--- config.mk ---
export PLATFORM = sky130hd
export DESIGN_NAME = deflate_fixed_huffman_symbol_encoder
export DESIGN_NICKNAME = d
export VERILOG_FILES = /design/src/hw/rtl/dfhe_pkg.sv /design/src/hw/rtl/dfhe_len_coder.sv /design/src/hw/rtl/dfhe_dist_coder.sv /design/src/hw/rtl/deflate_fixed_huffman_symbol_encoder.sv
export SDC_FILE = /design/constraint.sdc
export NUM_CORES = 1
export LEC_CHECK = 0
export BUFFER_PORTS_ARGS = -buffer_cell sky130_fd_sc_hd__buf_2
export CAP_MARGIN = 5
export CELL_PAD_IN_SITES_DETAIL_PLACEMENT = 1
export CELL_PAD_IN_SITES_GLOBAL_PLACEMENT = 2
export CORE_ASPECT_RATIO = 2
export CORE_MARGIN = 2
export CORE_UTILIZATION = 36
export CTS_CLUSTER_DIAMETER = 50
export DETAILED_ROUTE_END_ITERATION = 12
export HOLD_SLACK_MARGIN = 0.05
export PLACE_DENSITY = 0.76
export SYNTH_ARGS = -nofsm -noshare
export SYNTH_HDL_FRONTEND = slang
export SYNTH_SLANG_ARGS = --single-unit
export TNS_END_PERCENT = 5
--- constraint.sdc ---
create_clock -name clk -period 8.7 [get_ports clk]
set_clock_uncertainty 0.15 [all_clocks]
set_input_delay 1.74 -clock clk [delete_from_list [all_inputs] [get_ports clk]]
set_output_delay 1.74 -clock clk [all_outputs]
set_load 0.01 [all_outputs]
--- src/hw/rtl/dfhe_pkg.sv ---
// shared types, constants and helpers of the fixed-huffman deflate token encoder
`default_nettype none

package dfhe_pkg;

  // token kinds
  localparam logic FUNC_LITERAL = 1'b0;
  localparam logic FUNC_MATCH   = 1'b1;

  // literal code split and offsets
  localparam int unsigned LIT_SPLIT   = 143;
  localparam int unsigned LIT_OFS_LO  = 48;
  localparam int unsigned LIT_OFS_HI  = 256;
  localparam int unsigned LIT_WIDTH_LO = 8;
  localparam int unsigned LIT_WIDTH_HI = 9;

  // length symbols
  localparam int unsigned LEN_MIN       = 3;
  localparam int unsigned LEN_MAX       = 258;
  localparam int unsigned LEN_MAX_IDX   = 28;
  localparam int unsigned SYM_BASE      = 257;
  localparam int unsigned SYM_SHORT_MAX = 279;
  localparam int unsigned SYM_SHORT_OFS = 256;
  localparam int unsigned SYM_LONG_OFS  = 88;
  localparam int unsigned SYM_WIDTH_SHORT = 7;
  localparam int unsigned SYM_WIDTH_LONG  = 8;

  // distance codes
  localparam int unsigned DIST_MIN   = 1;
  localparam int unsigned DIST_MAX   = 32768;
  localparam int unsigned DIST_CODE_WIDTH = 5;

  // one input item
  typedef struct packed {
    logic        func;
    logic [7:0]  literal_byte;
    logic [8:0]  match_length;
    logic [15:0] match_distance;
  } in_t;

  // one result item
  typedef struct packed {
    logic [8:0]  sym_code;
    logic [3:0]  sym_width;
    logic [4:0]  len_extra;
    logic [2:0]  len_extra_width;
    logic        has_distance;
    logic [4:0]  dist_code;
    logic [12:0] dist_extra;
    logic [3:0]  dist_extra_width;
    logic [4:0]  total_bits;
    logic        bad_token;
  } out_t;

  // length coder result
  typedef struct packed {
    logic [4:0] idx;
    logic [4:0] extra;
    logic [2:0] width;
  } len_code_t;

  // distance coder result
  typedef struct packed {
    logic [4:0]  code;
    logic [12:0] extra;
    logic [3:0]  width;
  } dist_code_t;

  // position of the highest set bit, zero for a zero word
  function automatic logic [3:0] msb_pos(input logic [14:0] v);
    logic [3:0] pos;
    pos = 4'd0;
    for (int i = 0; i < 15; i++) begin
      if (v[i]) begin
        pos = 4'(i);
      end
    end
    return pos;
  endfunction

endpackage

`default_nettype wire

--- src/hw/rtl/dfhe_len_coder.sv ---
// match length to length symbol index and extra bits
`default_nettype none

module dfhe_len_coder (
  input  wire logic [8:0]         match_length,
  output dfhe_pkg::len_code_t     code
);

  logic [8:0] ofs;
  logic [7:0] l;
  logic [3:0] p;
  logic [2:0] nbits;
  logic [7:0] shifted;
  logic [7:0] mask;

  // offset from the shortest length, msb picks the group
  assign ofs     = match_length - 9'(dfhe_pkg::LEN_MIN);
  assign l       = ofs[7:0];
  assign p       = dfhe_pkg::msb_pos({7'd0, l});
  assign nbits   = 3'(p - 4'd2);
  assign shifted = l >> nbits;
  assign mask    = (8'd1 << nbits) - 8'd1;

  // short lengths map one to one, the longest length has its own symbol
  always_comb begin
    if (match_length == 9'(dfhe_pkg::LEN_MAX)) begin
      code.idx   = 5'(dfhe_pkg::LEN_MAX_IDX);
      code.extra = 5'd0;
      code.width = 3'd0;
    end else if (l < 8'd8) begin
      code.idx   = l[4:0];
      code.extra = 5'd0;
      code.width = 3'd0;
    end else begin
      code.idx   = {3'(p - 4'd1), shifted[1:0]};
      code.extra = 5'(l & mask);
      code.width = nbits;
    end
  end

endmodule

`default_nettype wire

--- src/hw/rtl/dfhe_dist_coder.sv ---
// match distance to five-bit distance code and extra bits
`default_nettype none

module dfhe_dist_coder (
  input  wire logic [15:0]        match_distance,
  output dfhe_pkg::dist_code_t    code
);

  logic [15:0] ofs;
  logic [14:0] d;
  logic [3:0]  p;
  logic [3:0]  nbits;
  logic [14:0] shifted;
  logic [14:0] mask;

  // offset from the shortest distance, msb picks the code pair
  assign ofs     = match_distance - 16'(dfhe_pkg::DIST_MIN);
  assign d       = ofs[14:0];
  assign p       = dfhe_pkg::msb_pos(d);
  assign nbits   = p - 4'd1;
  assign shifted = d >> nbits;
  assign mask    = (15'd1 << nbits) - 15'd1;

  // first four distances carry no extra bits
  always_comb begin
    if (d < 15'd4) begin
      code.code  = {3'd0, d[1:0]};
      code.extra = 13'd0;
      code.width = 4'd0;
    end else begin
      code.code  = {p, shifted[0]};
      code.extra = 13'(d & mask);
      code.width = nbits;
    end
  end

endmodule

`default_nettype wire

--- src/hw/rtl/deflate_fixed_huffman_symbol_encoder.sv ---
// top level of the fixed-huffman deflate token encoder
//
// One LZ77 token enters per item on the in_ channel (valid/ready) and one
// result item leaves on the out_ channel (valid/ready). A token is either a
// literal byte or a match (length 3..258, distance 1..32768); the result
// holds the fixed literal/length code and width, length extra bits, distance
// code and extra bits, and the total bit count. A match whose length or
// distance is out of range gives bad_token set and every other field zero.
// The token is captured in an input register at acceptance, coded by short
// logic and captured in the result register once that register is empty or
// being emptied; out_valid then rises and the receiver can take the item.
// Throughput is one item per cycle while out_ready stays high; in_ready
// stays high while the result register is empty or being emptied in that
// cycle, so with out_ready held high a new token may enter on every clock.
// When the receiver stalls, the result register holds its item and the input
// register still takes one more token; after that in_ready drops until the
// receiver takes an item. Synchronous reset empties both registers; no
// configuration and no state beyond the two pipeline registers.
`default_nettype none

module deflate_fixed_huffman_symbol_encoder (
  input  wire logic          clk,
  input  wire logic          rst_n,
  input  wire logic          in_valid,
  output logic               in_ready,
  input  wire dfhe_pkg::in_t in_data,
  output logic               out_valid,
  input  wire logic          out_ready,
  output dfhe_pkg::out_t     out_data
);

  dfhe_pkg::in_t        tok_r;
  logic                 tok_vld_r, tok_vld_nxt;
  dfhe_pkg::out_t       res_r, res_nxt;
  logic                 res_vld_r, res_vld_nxt;
  logic                 in_fire, adv;
  dfhe_pkg::len_code_t  lcode;
  dfhe_pkg::dist_code_t dcode;
  logic                 bad;
  logic [8:0]           sym;

  // handshake between the two registers
  assign adv      = tok_vld_r && (!res_vld_r || out_ready);
  assign in_ready = !tok_vld_r || adv;
  assign in_fire  = in_valid && in_ready;

  always_comb begin
    tok_vld_nxt = tok_vld_r;
    if (in_fire) begin
      tok_vld_nxt = 1'b1;
    end else if (adv) begin
      tok_vld_nxt = 1'b0;
    end
    res_vld_nxt = res_vld_r;
    if (adv) begin
      res_vld_nxt = 1'b1;
    end else if (out_ready) begin
      res_vld_nxt = 1'b0;
    end
  end

  always_ff @(posedge clk) begin
    if (!rst_n) begin
      tok_vld_r <= 1'b0;
      res_vld_r <= 1'b0;
    end else begin
      tok_vld_r <= tok_vld_nxt;
      res_vld_r <= res_vld_nxt;
    end
  end

  // input token register
  always_ff @(posedge clk) begin
    if (in_fire) begin
      tok_r <= in_data;
    end
  end

  dfhe_len_coder u_len (
    .match_length (tok_r.match_length),
    .code         (lcode)
  );

  dfhe_dist_coder u_dist (
    .match_distance (tok_r.match_distance),
    .code           (dcode)
  );

  // range check on matches
  assign bad = (tok_r.match_length < 9'(dfhe_pkg::LEN_MIN))
            || (tok_r.match_length > 9'(dfhe_pkg::LEN_MAX))
            || (tok_r.match_distance < 16'(dfhe_pkg::DIST_MIN))
            || (tok_r.match_distance > 16'(dfhe_pkg::DIST_MAX));

  assign sym = 9'(dfhe_pkg::SYM_BASE) + {4'd0, lcode.idx};

  // assemble the result item
  always_comb begin
    res_nxt = '0;
    if (tok_r.func == dfhe_pkg::FUNC_LITERAL) begin
      if (tok_r.literal_byte <= 8'(dfhe_pkg::LIT_SPLIT)) begin
        res_nxt.sym_code  = {1'b0, tok_r.literal_byte} + 9'(dfhe_pkg::LIT_OFS_LO);
        res_nxt.sym_width = 4'(dfhe_pkg::LIT_WIDTH_LO);
      end else begin
        res_nxt.sym_code  = {1'b0, tok_r.literal_byte} + 9'(dfhe_pkg::LIT_OFS_HI);
        res_nxt.sym_width = 4'(dfhe_pkg::LIT_WIDTH_HI);
      end
      res_nxt.total_bits = 5'(res_nxt.sym_width);
    end else if (bad) begin
      res_nxt.bad_token = 1'b1;
    end else begin
      if (sym <= 9'(dfhe_pkg::SYM_SHORT_MAX)) begin
        res_nxt.sym_code  = sym - 9'(dfhe_pkg::SYM_SHORT_OFS);
        res_nxt.sym_width = 4'(dfhe_pkg::SYM_WIDTH_SHORT);
      end else begin
        res_nxt.sym_code  = sym - 9'(dfhe_pkg::SYM_LONG_OFS);
        res_nxt.sym_width = 4'(dfhe_pkg::SYM_WIDTH_LONG);
      end
      res_nxt.len_extra        = lcode.extra;
      res_nxt.len_extra_width  = lcode.width;
      res_nxt.has_distance     = 1'b1;
      res_nxt.dist_code        = dcode.code;
      res_nxt.dist_extra       = dcode.extra;
      res_nxt.dist_extra_width = dcode.width;
      res_nxt.total_bits       = 5'(res_nxt.sym_width) + {2'd0, lcode.width}
                               + 5'(dfhe_pkg::DIST_CODE_WIDTH) + {1'b0, dcode.width};
    end
  end

  // result register
  always_ff @(posedge clk) begin
    if (adv) begin
      res_r <= res_nxt;
    end
  end

  assign out_valid = res_vld_r;
  assign out_data  = res_r;

endmodule

`default_nettype wire

==> results.py <==
metrics = {
    "floorplan": {
        "row_count": 66,
        "dieArea_sq_um": 17480,
        "ios": 90,
        "initial_utilization": 0.3642,
        "fp.dieW_microns": 94.48,
        "die_height_microns": 185.0,
        "coreArea_sq_um": 16190,
    },
    "drt": {
        "wl_microns": 19740,
        "vias": 5023,
        "routed-wl-met3_microns": 370,
        "drc": 0,
        "firstDrtPassIters": 4,
        "drt-met1-wl_microns": 6150,
        "via_per_inst": 5.721,
        "highest_layer": "met4",
        "drt_iter0_markers": 184,
        "ant_nets": 0,
        "post_drt_wl_per_cell_microns": 22.49,
        "wl_met2_microns": 12040,
    },
    "min_path": {
        "hold_path_depth": 1,
        "hold_class": "reg2reg",
        "hold_start": "tok_vld_r",
    },
    "clocking": {
        "cts.sinks": 85,
        "clk-insertion-delay-late_ns": 0.36,
        "cts_hold_buffers": 0,
        "clk_path_buf_depth": 2,
        "cts_max_level": 3,
        "cts_setup_buffers": 0,
        "path_clk_slew_ns": 0.07,
        "cts_made_buffers": 9,
        "cts_tree": "built",
        "cts_resized": 0,
        "cts-root-buf": "clkbuf_16",
    },
    "timing": {
        "period_needed_ns": 7.499,
        "slew_headroom": 0.2638,
        "fin_setup_tns_ns": 0,
        "setup_viol": 0,
        "fin_hold_ws_ns": 0.3835,
        "hold_viol": 0,
        "tightest_slew_ns": 1.095,
        "timing.final.crit_share": 0.8620,
        "rsz0062_at_grt": "false",
        "max_freq_mhz": 133.4,
        "finalMaxSlewViolations": 0,
    },
    "final_layout": {
        "drive_above_1_share": 0.2062,
        "final_cell_mix": "buf_2 (89), edfxtp_1 (83), nor2_1 (53)",
        "final_common_cell": "buf_2",
        "syn2layout_area_growth_pct": 15.98,
        "final_nets": 740,
        "diodes": 0,
    },
    "global_routing": {
        "antenna_found_initial": 0,
        "track_usage": 0.2350,
        "grt_max_degree": 50,
        "grt-ovfl-total": 0,
        "grt_pass1_vias": 5356,
        "grt_pass1_wl_microns": 29970,
    },
    "critical_path": {
        "cp-startpoint": "tok_r[16]",
        "startpoint_type": "register",
        "setup.worst_path.end": "out_data[4]",
        "crit-reg2reg-launch": "tok_r[16]",
        "r2r_setup_slack_ns": 1.20,
        "worst_ep_arrival_time_ns": 7.44,
        "critPathMaxFanout": 17,
        "crit_type": "reg2reg",
        "worstRegToRegCells": 26,
        "timing.rr.end": "out_data[4]",
        "cp-end-kind": "register",
        "worstPathRequired_ns": 8.64,
    },
    "yosys": {
        "syn-instance-count": 600,
        "post-synth-top-area-fraction": 0.4228,
        "ys_async_sr_fraction": 0,
        "yosys.area.top_type": "edfxtp_1",
        "netlist_area_sq_um": 5894,
        "yosysWarnings": 0,
        "synth_ff_type": "edfxtp_1",
        "avgSynthCellArea_sq_um": 9.824,
        "ys_seq_area_frac": 0.4296,
        "yosysUniqueCellTypes": 82,
        "synth.area.top_cells": "edfxtp_1 (42%), ha_1 (6.2%), nor2_1 (3.4%)",
        "ys_ff_latch": 85,
        "synth_edf_count": 83,
        "synth.net_count": 671,
    },
    "placement": {
        "hpwl_microns": 15920,
        "place.gp.congestion": 0.9729,
        "port-buffer-count": 89,
    },
    "run": {
        "drv_cap": 0,
    },
    "pwr": {
        "power_density_nw_per_um2": 190.1,
        "leakage_nw": 2.619,
        "p_total_mw": 1.300,
        "vdd_drop_max_mv": 0.1016,
    },
    "outcome": {
        "status": "complete, no violations",
    },
}
-- area by class of cell --
cell class	count	area (sq um)
Clock inverter	7	127.6
Tap cell	204	255.2
Inverter	36	137.6
Multi-Input combinational cell	442	3068
Fill cell	1896	9349
Clock buffer	9	225.2
Sequential cell	85	2532
Timing Repair Buffer	95	490.5
-- metal layers --
metal,global-route usage,up-vias
met5,0,-
met4,0.1507,0
met3,0.02563,48
met2,0.4886,99
met1,0.1956,2515
li1,-,2361
-- state kept, by name (all words and copies together) (netlist names) --
register   count
out_data      49
tok_r         34
out_valid      1
tok_vld_r      1
-- how the worst min path moves through the flow --
stage	to	slack [ns]
after floorplan	out_valid	0.33
after global placement	out_valid	0.35
after detailed placement	out_valid	0.36
after CTS	out_valid	0.38
after global routing	out_valid	0.41
final	out_valid	0.38
-- cell usage after synthesis, drive strengths merged (5+ instances only) --
cell type	count
a211oi	8
o21ai	37
edfxtp	83
nand2b	8
nor3b	9
xor2	8
a22o	5
buf	18
ha	29
nor3	22
nand3	12
o21a	5
xnor2	23
nor4b	5
nand2	50
and3	6
nor2b	13
nor4	10
a31oi	8
nand3b	7
a21oi	24
a21o	5
inv	36
o221ai	5
clkbuf	19
mux2	5
and2	8
nor2	53
-- stage by stage --
stage / std cells / utilization / cell area (sq um) / setup WS [ns]
6_report: 878 / 0.4224 / 6837 / 1.201
5_1_grt: 878 / 0.4224 / 6837 / 0.7276
4_1_cts: 878 / 0.4224 / 6837 / 1.239
3_5_place_dp: 862 / 0.4006 / 6484 / 1.272
3_3_place_gp: 862 / 0.4006 / 6484 / 1.534
2_1_floorplan: 600 / - / 5894 / 2.524
-- power breakdown --
group | switching (mW) | total (mW) | internal, mW | leakage, nW
Clock | 0.175 | 0.460 | 0.286 | 0.173
Combinational | 0.203 | 0.333 | 0.130 | 1.65
Sequential | 0.0269 | 0.506 | 0.479 | 0.801
-- logic make-up (layout without fill, tap and decap cells) --
logic type      count (synthesis)  after routing  synth area share
mux                             8              8           0.01528
xor+xnor                       31             31           0.04734
flops                          85             85            0.4296
buf+inv                        73            147           0.05201
compound gates                142            142            0.1700
simple gates                  228            228            0.2106
fa+ha+maj                      33             33           0.07514
-- worst max-delay path, cell delays in order, from the launching register on --
cell and delay (ns):
edfxtp_1 0.69, ha_1 0.53, nor3_1 0.57, xnor2_1 0.22, o31ai_1 0.16, a21oi_1 0.40, inv_1 0.18, ha_1 0.28
nor2b_1 0.14, and4_1 0.23, nor3_1 0.37, xnor2_1 0.20, inv_1 0.13, ha_1 0.15, inv_1 0.05, ha_1 0.23
o21ai_0 0.10, o21ai_0 0.16, a221oi_4 0.52, fa_1 0.52, inv_1 0.07, ha_1 0.24, ha_1 0.24, fa_1 0.39
xor2_1 0.17, nand2_1 0.07, nand2_1 0.05
Power figures use the tool's default switching activity.
